===== src/sv/assert_macros.svh =====
// Assertion macros shared by the frame parser RTL
`ifndef ASSERT_MACROS_SVH
`define ASSERT_MACROS_SVH

// Property checked at every clock edge outside reset
`define KFP_ASSERT(label, prop, msg) \
  label: assert property (@(posedge clk) disable iff (!rst_n) prop) else $error(msg);

// Antecedent in one cycle, consequent in the next
`define KFP_ASSERT_NEXT(label, ante, cons, msg) \
  label: assert property (@(posedge clk) disable iff (!rst_n) (ante) |=> (cons)) else $error(msg);

`endif


===== src/sv/kfp_pkg.sv =====
// Package: types, constants and CRC helper of the key/value frame parser
`default_nettype none
package kfp_pkg;

  localparam int NUM_TYPES     = 6;
  localparam int CFG_IDX_W     = 3;
  localparam int MAX_KEY_DEF   = 64;
  localparam int MAX_VALUE_DEF = 512;
  localparam int KEY_LEN_W     = 7;
  localparam int VAL_LEN_W     = 10;
  localparam int OUT_DEPTH     = 4;

  localparam logic [CFG_IDX_W-1:0] CFG_TYPE_A = 3'd0;
  localparam logic [CFG_IDX_W-1:0] CFG_TYPE_B = 3'd1;
  localparam logic [CFG_IDX_W-1:0] CFG_TYPE_C = 3'd2;
  localparam logic [CFG_IDX_W-1:0] CFG_TYPE_D = 3'd3;
  localparam logic [CFG_IDX_W-1:0] CFG_TYPE_E = 3'd4;
  localparam logic [CFG_IDX_W-1:0] CFG_TYPE_F = 3'd5;

  typedef logic [NUM_TYPES-1:0][7:0] kfp_codes_t;
  localparam kfp_codes_t TYPE_RESET = {8'd6, 8'd5, 8'd4, 8'd3, 8'd2, 8'd1};

  localparam logic [15:0] CRC_INIT = 16'hFFFF;
  localparam logic [15:0] CRC_POLY = 16'h1021;

  // byte offsets within the frame header
  localparam int OFF_TYPE      = 0;
  localparam int OFF_TOTAL_END = 4;
  localparam int OFF_CSUM_END  = 6;
  localparam int CRC_START     = 7;
  localparam int OFF_KLEN_END  = 10;
  localparam int OFF_VLEN_BASE = 14;
  localparam int MIN_TOTAL     = 11;
  localparam int HDR_FIXED     = 15;

  localparam logic [1:0] PH_HEAD  = 2'd0;
  localparam logic [1:0] PH_KEY   = 2'd1;
  localparam logic [1:0] PH_VLEN  = 2'd2;
  localparam logic [1:0] PH_VALUE = 2'd3;

  localparam logic [1:0] KIND_KEY    = 2'd0;
  localparam logic [1:0] KIND_VALUE  = 2'd1;
  localparam logic [1:0] KIND_STATUS = 2'd2;

  localparam logic ST_OK   = 1'b0;
  localparam logic ST_FAIL = 1'b1;

  typedef struct packed {
    logic [1:0]           item_kind;
    logic [7:0]           payload_byte;
    logic                 frame_status;
    logic [7:0]           message_type;
    logic [KEY_LEN_W-1:0] key_length;
    logic [VAL_LEN_W-1:0] value_length;
    logic [15:0]          stated_checksum;
    logic                 last_of_run;
  } kfp_item_t;

  // results of one parsed byte, in order
  typedef struct packed {
    logic [1:0] n;
    kfp_item_t  itm0;
    kfp_item_t  itm1;
  } kfp_push_t;

  // CRC-16, MSB first, one byte
  function automatic logic [15:0] crc_byte(input logic [15:0] crc, input logic [7:0] b);
    logic [15:0] c;
    c = crc ^ {b, 8'h00};
    for (int i = 0; i < 8; i++) begin
      c = c[15] ? ({c[14:0], 1'b0} ^ CRC_POLY) : {c[14:0], 1'b0};
    end
    return c;
  endfunction

endpackage
`default_nettype wire


===== src/sv/kfp_in_if.sv =====
// Interface: input byte channel
`default_nettype none
interface kfp_in_if;
  logic       valid;
  logic       ready;
  logic [7:0] in_byte;
  logic       end_of_buffer;

  modport source(output valid, in_byte, end_of_buffer, input ready);
  modport sink(input valid, in_byte, end_of_buffer, output ready);
endinterface
`default_nettype wire


===== src/sv/kfp_out_if.sv =====
// Interface: result item channel
`default_nettype none
interface kfp_out_if;
  logic        valid;
  logic        ready;
  logic [1:0]  item_kind;
  logic [7:0]  payload_byte;
  logic        frame_status;
  logic [7:0]  message_type;
  logic [6:0]  key_length;
  logic [9:0]  value_length;
  logic [15:0] stated_checksum;
  logic        last_of_run;

  modport source(output valid, item_kind, payload_byte, frame_status, message_type,
                 key_length, value_length, stated_checksum, last_of_run, input ready);
  modport sink(input valid, item_kind, payload_byte, frame_status, message_type,
               key_length, value_length, stated_checksum, last_of_run, output ready);
endinterface
`default_nettype wire


===== src/sv/kfp_cfg_regs.sv =====
// Type code configuration registers
`default_nettype none
module kfp_cfg_regs import kfp_pkg::*; (
  input  wire logic                 clk,
  input  wire logic                 rst_n,
  input  wire logic                 cfg_we,
  input  wire logic [CFG_IDX_W-1:0] cfg_index,
  input  wire logic [7:0]           cfg_wdata,
  output kfp_codes_t                codes
);

  kfp_codes_t codes_r;
  kfp_codes_t codes_nxt;

  always_comb begin
    codes_nxt = codes_r;
    if (cfg_we) begin
      unique case (cfg_index)
        CFG_TYPE_A: codes_nxt[0] = cfg_wdata;
        CFG_TYPE_B: codes_nxt[1] = cfg_wdata;
        CFG_TYPE_C: codes_nxt[2] = cfg_wdata;
        CFG_TYPE_D: codes_nxt[3] = cfg_wdata;
        CFG_TYPE_E: codes_nxt[4] = cfg_wdata;
        CFG_TYPE_F: codes_nxt[5] = cfg_wdata;
        default: codes_nxt = codes_r;
      endcase
    end
  end

  always_ff @(posedge clk) begin
    if (!rst_n) begin
      codes_r <= TYPE_RESET;
    end else begin
      codes_r <= codes_nxt;
    end
  end

  assign codes = codes_r;

endmodule
`default_nettype wire


===== src/sv/kfp_parse.sv =====
// Input register and per-byte frame parsing with CRC update
`default_nettype none
`include "assert_macros.svh"
module kfp_parse import kfp_pkg::*; #(
  parameter int MAX_KEY_BYTES   = MAX_KEY_DEF,
  parameter int MAX_VALUE_BYTES = MAX_VALUE_DEF
) (
  input  wire logic  clk,
  input  wire logic  rst_n,
  kfp_in_if.sink     in_ch,
  input  kfp_codes_t codes,
  input  wire logic  room,
  output kfp_push_t  push
);

  localparam int OFF_W = $clog2(MAX_KEY_BYTES + MAX_VALUE_BYTES + 16);
  localparam int KL_W  = $clog2(MAX_KEY_BYTES + 1);
  localparam int VL_W  = $clog2(MAX_VALUE_BYTES + 1);

  logic             inv_r;
  logic [7:0]       inb_r;
  logic             inlast_r;

  logic [1:0]       phase_r, phase_nxt;
  logic [OFF_W-1:0] off_r, off_nxt;
  logic [31:0]      total_r, total_nxt;
  logic [31:0]      klen_r, klen_nxt;
  logic [31:0]      vlen_r, vlen_nxt;
  logic [15:0]      csum_r, csum_nxt;
  logic [15:0]      crc_r, crc_nxt;
  logic [7:0]       type_r, type_nxt;
  logic             decided_r, decided_nxt;

  logic             fire;
  logic             type_hit;
  logic             fail, done, data_emit, stat_emit, stat_val;
  logic [1:0]       data_kind;
  logic [OFF_W-1:0] key_end, vlen_end, val_end;
  logic [31:0]      kl_sat, vl_sat;
  kfp_item_t        data_item, stat_item;

  assign fire        = inv_r && room;
  assign in_ch.ready = !inv_r || fire;

  assign key_end  = OFF_W'(OFF_KLEN_END) + OFF_W'(klen_r[KL_W-1:0]);
  assign vlen_end = OFF_W'(OFF_VLEN_BASE) + OFF_W'(klen_r[KL_W-1:0]);
  assign val_end  = vlen_end + OFF_W'(vlen_r[VL_W-1:0]);

  always_comb begin
    type_hit = 1'b0;
    for (int i = 0; i < NUM_TYPES; i++) begin
      if (codes[i] == inb_r) type_hit = 1'b1;
    end
  end

  always_comb begin
    phase_nxt   = phase_r;
    off_nxt     = off_r;
    total_nxt   = total_r;
    klen_nxt    = klen_r;
    vlen_nxt    = vlen_r;
    csum_nxt    = csum_r;
    crc_nxt     = crc_r;
    type_nxt    = type_r;
    decided_nxt = decided_r;
    fail        = 1'b0;
    done        = 1'b0;
    data_emit   = 1'b0;
    data_kind   = KIND_KEY;

    if (!decided_r) begin
      if (off_r >= OFF_W'(CRC_START)) crc_nxt = crc_byte(crc_r, inb_r);
      unique case (phase_r)
        PH_HEAD: begin
          if (off_r == OFF_W'(OFF_TYPE)) begin
            type_nxt = inb_r;
            fail     = !type_hit;
          end else if (off_r <= OFF_W'(OFF_TOTAL_END)) begin
            total_nxt = {total_r[23:0], inb_r};
            if (off_r == OFF_W'(OFF_TOTAL_END) && total_nxt < 32'(MIN_TOTAL)) fail = 1'b1;
          end else if (off_r <= OFF_W'(OFF_CSUM_END)) begin
            csum_nxt = {csum_r[7:0], inb_r};
          end else begin
            klen_nxt = {klen_r[23:0], inb_r};
            if (off_r == OFF_W'(OFF_KLEN_END)) begin
              if (klen_nxt > 32'(MAX_KEY_BYTES)) begin
                fail = 1'b1;
              end else begin
                phase_nxt = (klen_nxt != 32'd0) ? PH_KEY : PH_VLEN;
              end
            end
          end
        end
        PH_KEY: begin
          data_emit = 1'b1;
          data_kind = KIND_KEY;
          if (off_r == key_end) phase_nxt = PH_VLEN;
        end
        PH_VLEN: begin
          vlen_nxt = {vlen_r[23:0], inb_r};
          if (off_r == vlen_end) begin
            if (vlen_nxt > 32'(MAX_VALUE_BYTES) ||
                (32'(HDR_FIXED) + klen_r + vlen_nxt) != total_r) begin
              fail = 1'b1;
            end else if (vlen_nxt == 32'd0) begin
              done = 1'b1;
            end else begin
              phase_nxt = PH_VALUE;
            end
          end
        end
        PH_VALUE: begin
          data_emit = 1'b1;
          data_kind = KIND_VALUE;
          if (off_r == val_end) done = 1'b1;
        end
        default: phase_nxt = phase_r;
      endcase
      if (!fail && !done && inlast_r) fail = 1'b1;
      off_nxt     = off_r + OFF_W'(1);
      decided_nxt = fail || done;
    end

    stat_emit = fail || done;
    stat_val  = fail ? ST_FAIL : ((crc_nxt == csum_nxt) ? ST_OK : ST_FAIL);
    kl_sat    = (klen_nxt > 32'(MAX_KEY_BYTES)) ? 32'(MAX_KEY_BYTES) : klen_nxt;
    vl_sat    = (vlen_nxt > 32'(MAX_VALUE_BYTES)) ? 32'(MAX_VALUE_BYTES) : vlen_nxt;

    data_item.item_kind       = data_kind;
    data_item.payload_byte    = inb_r;
    data_item.frame_status    = ST_OK;
    data_item.message_type    = type_nxt;
    data_item.key_length      = kl_sat[KEY_LEN_W-1:0];
    data_item.value_length    = vl_sat[VAL_LEN_W-1:0];
    data_item.stated_checksum = csum_nxt;
    data_item.last_of_run     = !stat_emit;

    stat_item              = data_item;
    stat_item.item_kind    = KIND_STATUS;
    stat_item.payload_byte = 8'h00;
    stat_item.frame_status = stat_val;
    stat_item.last_of_run  = 1'b1;

    // end of buffer returns everything but the type codes to reset
    if (inlast_r) begin
      phase_nxt   = PH_HEAD;
      off_nxt     = '0;
      total_nxt   = '0;
      klen_nxt    = '0;
      vlen_nxt    = '0;
      csum_nxt    = '0;
      crc_nxt     = CRC_INIT;
      type_nxt    = '0;
      decided_nxt = 1'b0;
    end
  end

  always_comb begin
    push.n    = fire ? (2'(data_emit) + 2'(stat_emit)) : 2'd0;
    push.itm0 = data_emit ? data_item : stat_item;
    push.itm1 = stat_item;
  end

  always_ff @(posedge clk) begin
    if (in_ch.valid && in_ch.ready) begin
      inb_r    <= in_ch.in_byte;
      inlast_r <= in_ch.end_of_buffer;
    end
  end

  always_ff @(posedge clk) begin
    if (!rst_n) begin
      inv_r     <= 1'b0;
      phase_r   <= PH_HEAD;
      off_r     <= '0;
      total_r   <= '0;
      klen_r    <= '0;
      vlen_r    <= '0;
      csum_r    <= '0;
      crc_r     <= CRC_INIT;
      type_r    <= '0;
      decided_r <= 1'b0;
    end else begin
      if (in_ch.valid && in_ch.ready) begin
        inv_r <= 1'b1;
      end else if (fire) begin
        inv_r <= 1'b0;
      end
      if (fire) begin
        phase_r   <= phase_nxt;
        off_r     <= off_nxt;
        total_r   <= total_nxt;
        klen_r    <= klen_nxt;
        vlen_r    <= vlen_nxt;
        csum_r    <= csum_nxt;
        crc_r     <= crc_nxt;
        type_r    <= type_nxt;
        decided_r <= decided_nxt;
      end
    end
  end

  `KFP_ASSERT_NEXT(a_status_decides, fire && stat_emit && !inlast_r, decided_r, "status without decision")
  `KFP_ASSERT(a_pair_order, push.n == 2'd2 |-> (push.itm1.item_kind == KIND_STATUS && !push.itm0.last_of_run), "bad result pair")

endmodule
`default_nettype wire


===== src/sv/kfp_out_queue.sv =====
// Four-entry shifting result queue feeding the output channel
`default_nettype none
`include "assert_macros.svh"
module kfp_out_queue import kfp_pkg::*; (
  input  wire logic clk,
  input  wire logic rst_n,
  input  kfp_push_t push,
  output logic      room,
  kfp_out_if.source out_ch
);

  localparam int CNT_W = $clog2(OUT_DEPTH + 1);
  localparam int IDX_W = $clog2(OUT_DEPTH);

  kfp_item_t        q_r   [OUT_DEPTH];
  kfp_item_t        q_nxt [OUT_DEPTH];
  logic [CNT_W-1:0] cnt_r, cnt_nxt;
  logic [CNT_W-1:0] base;
  logic [CNT_W-1:0] base1;
  logic             pop;

  assign out_ch.valid = cnt_r != '0;
  assign pop          = out_ch.valid && out_ch.ready;
  assign room         = cnt_r <= CNT_W'(OUT_DEPTH - 2);

  assign out_ch.item_kind       = q_r[0].item_kind;
  assign out_ch.payload_byte    = q_r[0].payload_byte;
  assign out_ch.frame_status    = q_r[0].frame_status;
  assign out_ch.message_type    = q_r[0].message_type;
  assign out_ch.key_length      = q_r[0].key_length;
  assign out_ch.value_length    = q_r[0].value_length;
  assign out_ch.stated_checksum = q_r[0].stated_checksum;
  assign out_ch.last_of_run     = q_r[0].last_of_run;

  always_comb begin
    base  = cnt_r - CNT_W'(pop);
    base1 = base + CNT_W'(1);
    for (int i = 0; i < OUT_DEPTH; i++) begin
      q_nxt[i] = q_r[i];
    end
    if (pop) begin
      for (int i = 0; i < OUT_DEPTH - 1; i++) begin
        q_nxt[i] = q_r[i + 1];
      end
    end
    if (push.n != 2'd0) q_nxt[base[IDX_W-1:0]] = push.itm0;
    if (push.n == 2'd2) q_nxt[base1[IDX_W-1:0]] = push.itm1;
    cnt_nxt = base + CNT_W'(push.n);
  end

  always_ff @(posedge clk) begin
    for (int i = 0; i < OUT_DEPTH; i++) begin
      q_r[i] <= q_nxt[i];
    end
  end

  always_ff @(posedge clk) begin
    if (!rst_n) begin
      cnt_r <= '0;
    end else begin
      cnt_r <= cnt_nxt;
    end
  end

  `KFP_ASSERT(a_cnt_bound, cnt_r <= CNT_W'(OUT_DEPTH), "queue count above depth")
  `KFP_ASSERT(a_push_room, push.n != 2'd0 |-> cnt_r <= CNT_W'(OUT_DEPTH - 2), "push without room")

endmodule
`default_nettype wire


===== src/sv/kv_frame_parser_crc16.sv =====
// Top level: length-prefixed key/value frame parser with CRC-16 check
//
//  channel  | dir | transfer when          | payload
//  in_ch    | in  | valid && ready         | in_byte, end_of_buffer
//  out_ch   | out | valid && ready         | item_kind .. last_of_run
//  cfg_*    | in  | cfg_we                 | cfg_index, cfg_wdata
//
// One byte per cycle while the output queue has room: a byte sits in the input
// register, is parsed combinationally, and its results enter a four-entry queue.
// A result passes the input register and then the queue on its way to out_ch.
// A byte giving a key/value item plus the status pushes two queue entries; input
// stalls while the queue holds more than two items.
// rst_n is synchronous; type codes return to 1..6, no clearing pass.
`default_nettype none
module kv_frame_parser_crc16 import kfp_pkg::*; #(
  parameter int MAX_KEY_BYTES   = MAX_KEY_DEF,
  parameter int MAX_VALUE_BYTES = MAX_VALUE_DEF
) (
  input  wire logic                 clk,
  input  wire logic                 rst_n,
  kfp_in_if.sink                    in_ch,
  kfp_out_if.source                 out_ch,
  input  wire logic                 cfg_we,
  input  wire logic [CFG_IDX_W-1:0] cfg_index,
  input  wire logic [7:0]           cfg_wdata
);

  kfp_codes_t codes;
  kfp_push_t  push;
  logic       room;

  kfp_cfg_regs u_cfg (
    .clk       (clk),
    .rst_n     (rst_n),
    .cfg_we    (cfg_we),
    .cfg_index (cfg_index),
    .cfg_wdata (cfg_wdata),
    .codes     (codes)
  );

  kfp_parse #(
    .MAX_KEY_BYTES   (MAX_KEY_BYTES),
    .MAX_VALUE_BYTES (MAX_VALUE_BYTES)
  ) u_parse (
    .clk   (clk),
    .rst_n (rst_n),
    .in_ch (in_ch),
    .codes (codes),
    .room  (room),
    .push  (push)
  );

  kfp_out_queue u_queue (
    .clk    (clk),
    .rst_n  (rst_n),
    .push   (push),
    .room   (room),
    .out_ch (out_ch)
  );

endmodule
`default_nettype wire


===== src/flat_wrapper.sv =====
// flat-port wrapper written by rule: the top's interface ports become plain ports
module kv_frame_parser_crc16_flat import kfp_pkg::*;
#(
  parameter int MAX_KEY_BYTES   = MAX_KEY_DEF,
  parameter int MAX_VALUE_BYTES = MAX_VALUE_DEF
)
  (clk, rst_n, cfg_we, cfg_index, cfg_wdata, in_ch_valid, in_ch_in_byte, in_ch_end_of_buffer, in_ch_ready, out_ch_valid, out_ch_item_kind, out_ch_payload_byte, out_ch_frame_status, out_ch_message_type, out_ch_key_length, out_ch_value_length, out_ch_stated_checksum, out_ch_last_of_run, out_ch_ready);
  kfp_in_if in_ch_i ();
  kfp_out_if out_ch_i ();
  input  wire logic clk;
  input  wire logic rst_n;
  input  wire logic cfg_we;
  input  wire logic [CFG_IDX_W-1:0] cfg_index;
  input  wire logic [7:0] cfg_wdata;
  input wire logic [$bits(in_ch_i.valid)-1:0] in_ch_valid;
  input wire logic [$bits(in_ch_i.in_byte)-1:0] in_ch_in_byte;
  input wire logic [$bits(in_ch_i.end_of_buffer)-1:0] in_ch_end_of_buffer;
  output wire logic [$bits(in_ch_i.ready)-1:0] in_ch_ready;
  output wire logic [$bits(out_ch_i.valid)-1:0] out_ch_valid;
  output wire logic [$bits(out_ch_i.item_kind)-1:0] out_ch_item_kind;
  output wire logic [$bits(out_ch_i.payload_byte)-1:0] out_ch_payload_byte;
  output wire logic [$bits(out_ch_i.frame_status)-1:0] out_ch_frame_status;
  output wire logic [$bits(out_ch_i.message_type)-1:0] out_ch_message_type;
  output wire logic [$bits(out_ch_i.key_length)-1:0] out_ch_key_length;
  output wire logic [$bits(out_ch_i.value_length)-1:0] out_ch_value_length;
  output wire logic [$bits(out_ch_i.stated_checksum)-1:0] out_ch_stated_checksum;
  output wire logic [$bits(out_ch_i.last_of_run)-1:0] out_ch_last_of_run;
  input wire logic [$bits(out_ch_i.ready)-1:0] out_ch_ready;
  assign in_ch_i.valid = in_ch_valid;
  assign in_ch_i.in_byte = in_ch_in_byte;
  assign in_ch_i.end_of_buffer = in_ch_end_of_buffer;
  assign in_ch_ready = in_ch_i.ready;
  assign out_ch_valid = out_ch_i.valid;
  assign out_ch_item_kind = out_ch_i.item_kind;
  assign out_ch_payload_byte = out_ch_i.payload_byte;
  assign out_ch_frame_status = out_ch_i.frame_status;
  assign out_ch_message_type = out_ch_i.message_type;
  assign out_ch_key_length = out_ch_i.key_length;
  assign out_ch_value_length = out_ch_i.value_length;
  assign out_ch_stated_checksum = out_ch_i.stated_checksum;
  assign out_ch_last_of_run = out_ch_i.last_of_run;
  assign out_ch_i.ready = out_ch_ready;
  kv_frame_parser_crc16 #(.MAX_KEY_BYTES(MAX_KEY_BYTES), .MAX_VALUE_BYTES(MAX_VALUE_BYTES)) u_core (.clk(clk), .rst_n(rst_n), .in_ch(in_ch_i), .out_ch(out_ch_i), .cfg_we(cfg_we), .cfg_index(cfg_index), .cfg_wdata(cfg_wdata));
endmodule

===== config.mk =====
export PLATFORM = sky130hd
export DESIGN_NAME = kv_frame_parser_crc16_flat
export DESIGN_NICKNAME = d
export VERILOG_FILES = /design/src/sv/kfp_pkg.sv /design/src/sv/kfp_in_if.sv /design/src/sv/kfp_out_if.sv /design/src/sv/kfp_cfg_regs.sv /design/src/sv/kfp_parse.sv /design/src/sv/kfp_out_queue.sv /design/src/sv/kv_frame_parser_crc16.sv /design/src/flat_wrapper.sv
export VERILOG_INCLUDE_DIRS = /design/src /design/src/sv
export SDC_FILE = /design/constraint.sdc
export NUM_CORES = 1
export LEC_CHECK = 0
export ABC_AREA = 1
export BUFFER_PORTS_ARGS = -buffer_cell sky130_fd_sc_hd__buf_2
export CAP_MARGIN = 10
export CORE_UTILIZATION = 60
export CTS_CLUSTER_SIZE = 25
export DETAILED_ROUTE_END_ITERATION = 6
export PLACE_DENSITY = 0.86
export SLEW_MARGIN = 10
export SYNTH_ARGS = -nofsm -noshare
export SYNTH_HDL_FRONTEND = slang
export SYNTH_SLANG_ARGS = --single-unit

===== constraint.sdc =====
create_clock -name clk -period 7.1 [get_ports clk]
set_clock_uncertainty 0.1 [all_clocks]
set_input_delay 1.775 -clock clk [delete_from_list [all_inputs] [get_ports clk]]
set_output_delay 1.775 -clock clk [all_outputs]
set_load 0.005 [all_outputs]

---- Word-level counts from Yosys, hierarchy flattened ----
Memory sizes are Yosys's and may differ from the RTL's.
Index checks and enable logic that the tools add are counted.
cells by class
  $add $sub $neg .......................... 10
  $mul .................................... 0
  divide/modulo/power cells ............... 0
  $lt $le $gt $ge ......................... 13
  equal/unequal tests ..................... 33
  shift operators ......................... 0
  multiplexer cells ....................... 99
  bitwise gates (word level) .............. 11
  reduce and logical (&&, ||, !) cells .... 38
operators with widths
  cell                                                  number
  2-to-1 mux 32 bit                                     14
  bitwise mux 212 bit                                   2
  2-to-1 mux 212 bit                                    2
  demux 53 bit (select 2 bit)                           2
  2-to-1 mux 159 bit                                    1
  2-to-1 mux 53 bit                                     3
  2-to-1 mux 16 bit                                     9
  2-to-1 mux 13 bit                                     8
  > comparator 32 x 10 -> 1 bit, second input constant  2
  > comparator 32 x 7 -> 1 bit, second input constant   2
  equality test 8 bit                                   6
  2-to-1 mux 1 bit                                      34
  adder 32 bit                                          1
  adder 4 x 32 -> 32 bit, first input constant          1
  zero test 32 bit                                      1
  < comparator 32 x 4 -> 1 bit, second input constant   1
  2-to-1 mux 8 bit                                      4
  inequality test 32 bit                                1
  nonzero test 32 bit                                   1
  2-to-1 mux 10 bit                                     3
  inequality test 3 bit, second input constant          9
  2-to-1 mux 2 bit                                      13
  NOT 3 bit                                             8
  equality test 10 x 8 -> 1 bit                         2
  other kinds (40)                                      74
word-level totals
  bits in registers ....................... 210
  latch bits .............................. 0
  RAM bits ................................ 212
  memory bits (read-only) ................. 0
  bits of input ports ..................... 25
  output and inout bits ................... 55
  logic and storage cells ................. 224
  memories kept ........................... 1
memory list
  name                words  bits a word  rd ports  clocked after memory_dff  write ports  line                 source
  u_core.u_queue.q_r  4      53           4         0                         4            kfp_out_queue.sv:15  kfp_item_t q_r [OUT_DEPTH];

---- Depth between registers and ports, before layout ----
  depth after elaboration ................. 27
  mapped depth ............................ 39
  gate-level depth less buffers ........... 35

---- Hierarchy ----
From an unflattened synthesis, not the netlist that was laid out.
unflattened totals
  cell total of the unflattened synthesis .. 4509
  area total of the unflattened synthesis .. 28179.5 µm²
modules (own cells, without submodules)
  module         times used  cells each  area an instance (µm²)  sequential area each (µm²)
  kfp_parse      1           2220        13749.4                 3273.1
  kfp_out_queue  1           2012        12473.2                 4304.1
  kfp_cfg_regs   1           277         1956.9                  960.9

---- Worst setup path after synthesis ----
Ideal clock, no wire load.
  kind .................................... flip-flop to flip-flop
  start ................................... register u_core.u_parse.inb_r[1]
  end ..................................... memory u_core.u_queue.q_r[2][38] in the netlist's numbering
  setup time .............................. 0.131 ns
  arrival time ............................ 5.234 ns
  data required time ...................... 6.869 ns
  slack ................................... 1.635 ns
  stages on the path, launching flop included .. 37
  path buffers ............................ 3
  clock period less this slack ............ 5.465 ns
  path through ............................ edfxtp_1 buf_1 inv_1 ha_1 inv_1 ha_1 fa_1 nand2_1 nand2_1 nand3_1 nand2_1 nand2_1 nand2_1 nand2_1 nand3_1 nand3_1 nand2_1 inv_1 nand2_1 nor2_1 nand3_1 a21oi_1 nand4_1 nand2_1 inv_1 ha_1 inv_1 nor2_1 nor2_1 nor2_1 inv_1 nand2_1 inv_1 clkbuf_1 clkbuf_1 o211ai_1 o21ai_0
RTL lines
  what                      line                 source
  start: declaration        kfp_parse.sv:21      logic [7:0] inb_r;
  start signal: assignment  kfp_parse.sv:166     inb_r <= in_ch.in_byte;
  end: declaration          kfp_out_queue.sv:15

==> impl_results.md <==
* Outcome: finished, violations left
* Failing checks: DRC
* Netlist cell types at 54
* Antenna Cells at 0
* CP top delay family: simple AND/OR/NAND/NOR gates
* Vias in the first global route at 20,170
* Clk sinks at 422
* Post-CTS setup buffers at 0
* Cell-internal power at 5.196 mW
* Total gr overflow at 0
* Met3 track demand over resource at 0.05806
* Top-area cell type share of the netlist area at 0.3543
* Dpl hpwl at 45,530 um
* Hold Buf Count CTS at 0
* Share of layout cells above drive strength 1 at 0.07551
* GRT Overall Usage at 0.3233
* CTS max path bufs at 3
* Synth Flop Type: dfxtp_1
* Net switching share of the total power at 0.3453
* IO Pins at 80
* Largest net degree at the start of global routing at 73
* Seq cells post-synth at 422
* RSZ-0062 raised after global routing: no
* Num CTS Buffers at 43
* Most frequent cells in the layout: nand2_1, dfxtp_1, inv_1
* Max VDD drop at 0.1845 mV
* Worst setup margin at 0.6242 ns
* Iter 0 DRT Violations at 2,474
* Routed vias/inst at 5.682
* Avg Cell Area, Syn at 6.676 um2
* Share of total power in sequential cells at 0.413
* Ys Warns at 0
* Placed inst area at 24,180 um2
* Critical path class: reg -> reg
* Busiest grt layer: met2
* Met2 Track Usage GR at 0.4949
* DRC viols at 1
* Placer Congestion at 1.006
* # fillers at 3,357
* CP startpoint: u_core.u_parse.klen_r[1]
* Most used cell, CP: nand2_1
* First-pass GRT wire length at 103,200 um
* Post-synth EDFFs at 9
* Critical hold path startpoint: u_core.u_queue.q_r[3][43]
* Drt first pass iters at 7
* Clk root buf: clkbuf_16
* Final Hold Viols at 0
* Critical Path Source Type: flip-flop
* Final ANT Viol Nets at 0
* Cell Area, Synth at 23,340 um2
* Slowest CP cell: inv_2
* Vias at 23,000
* Effective utilization at floorplan at 0.6153
* Sequential area share after synthesis at 0.3658
* Syn Nets at 3,606
* CP peak stage delay at 0.48 ns
* Global routing usage on met1 at 0.4535
* Post-layout min period at 6.476 ns
* Core ar. at 37,930 um2
* Post-synth top area cell: dfxtp_1
* Cell count after placement at 3,974
* Post-synth ARST share at 0
* Relative slew margins at 0.1178
* WP data required at 7.48 ns
* Static leakage at 12.01 nW
* CP Buf/Inv Count at 9
* Multi-input logic area at 12,700 um2
* Clock Power Share at 0.280
* TNS Setup at 0 ns
* Commonest non-fill, non-tap cell in the layout: nand2_1
* CP Capture Type: flip-flop
* Final count of negative-setup-slack endpoints at 0
* Routed WL at 64,630 um
* Max Slew Vio Count at 0
* Die area at 39,690 um2
* # rows at 71
* Hold Crit Class: reg -> reg
* CTS tree: built
* Final worst path period share at 0.9121
* Slew at the pin closest to its max-slew limit at 1.309 ns
* Sequential Area at 8538 um2
* Worst path arrival time at 6.85 ns
* Area grow syn2layout at 9.355%
* RR Startpoint: u_core.u_parse.klen_r[1]
* Max-cap violation count at 0
* Die X-Extent at 199.2 um
* Nets at 3,618
* Pwr Density at 311.0 nW/um2
* Peak Freq at 154.4 MHz
* Clock Pin Slew Worst Setup and Hold Paths at 0.07 ns
* Ranking of synthesized cells by area: dfxtp_1, nand2_1, inv_1, o21ai_0, nor2_1
* Comb pwr share at 0.307
* Post-CTS sizing at 0
* Worst R2R Setup Slack at 0.62 ns
* Max H-tree Level at 2
* Initial antenna violation count at 0
* CP max FO at 48
* Die height at 199.2 um
* Non-Filler Cell Area, Final at 25,520 um2
* Clk_lat worst skew at 0.58 ns
* Post-placement setup slack at 0.8111 ns
* Mapped Cells at 3,496
* PortBufs at 79
* Routed len/inst at 15.97 um
* Final cell count without fillers at 4,047
* Sw Pwr at 2.741 mW
worst reg2reg max path: cells and delay by family, from the launching register on:
kind / cells / cell delay, ns
DFF: 1 / 0.43
buffers and inverters: 9 / 1.70
and+or+nand+nor: 19 / 2.34
AOI/OAI and AO/OA: 3 / 0.45
adders and majority gates: 4 / 1.35
layout make-up:
type | count | area share
Clock inverter | 6 | 0.003530
Multi-Input combinational cell | 2506 | 0.4974
Inverter | 415 | 0.06118
Tap cell | 511 | 0.02505
Sequential cell | 422 | 0.3345
Clock buffer | 67 | 0.04922
Timing Repair Buffer | 120 | 0.02902
Yosys cell counts (all sizes together), types with 35 or more instances:
library cell  number
nand2           1009
dfxtp            413
inv              408
nor2             293
o21ai            293
a21oi            217
nand3            169
clkbuf           134
ha                82
or2               57
xor2              51
xnor2             50
nand4             40
o211ai            35
power by group through the flow:
stage | Clock [mW] | Sequential (mW) | Combinational, mW
2_1_floorplan | 0 | 3.26 | 1.76
3_3_place_gp | 0 | 3.29 | 2.32
3_5_place_dp | 0 | 3.32 | 2.38
4_1_cts | 2.24 | 3.27 | 2.41
5_1_grt | 2.34 | 3.34 | 2.77
6_report | 2.22 | 3.28 | 2.44
layer usage:
metal | share of wire | up-vias
met5 | 0 | -
met4 | 0.033 | 0
met3 | 0.095 | 160
met2 | 0.44 | 984
met1 | 0.44 | 10500
li1 | - | 11350
worst paths after layout:
check | endpoint | cells after the start
max | u_core.u_queue.q_r[1][21] | 35
min | u_core.u_queue.q_r[3][43] | 2
max reg2reg | u_core.u_queue.q_r[1][21] | 35
min reg2reg | u_core.u_queue.q_r[3][43] | 2
registers in the layout, indices dropped and copies added, names as in the netlist:
| name | flops |
|---|---|
| u_core.u_parse.inb_r | 8 |
| u_core.u_parse.off_r | 10 |
| u_core.u_parse.phase_r | 2 |
| u_core.u_parse.csum_r | 16 |
| u_core.u_queue.q_r | 212 |
| u_core.u_parse.vlen_r | 32 |
| u_core.u_parse.crc_r | 16 |
| u_core.u_cfg.codes | 48 |
| u_core.u_parse.decided_r | 1 |
| u_core.u_parse.klen_r | 32 |
| u_core.u_parse.type_r | 8 |
| u_core.u_parse.inlast_r | 1 |
| u_core.u_queue.cnt_r | 3 |
| u_core.u_parse.total_r | 32 |
| u_core.u_parse.inv_r | 1 |
per-stage QoR:
stage	utilization	power [mW]	hold WS [ns]
4_1_cts	0.6728	7.922	0.3543
6_report	0.6728	7.937	0.3558
5_1_grt	0.6728	8.451	0.3753
2_1_floorplan	-	5.024	0.3247
3_5_place_dp	0.6373	5.700	0.3431
3_3_place_gp	0.6373	5.610	0.3381
cell families after synthesis:
kind of cell,after synthesis,synth area share
AND/OR/NAND/NOR,1640,0.2916
adder cells (fa/ha/maj),85,0.04653
AO/OA/AOI/OAI,669,0.1606
buffers and inverters,568,0.09184
XOR/XNOR,102,0.03887
multiplexers,10,0.004664
flip-flops,422,0.3658
Note: power is estimated with default switching activity, not from simulation.
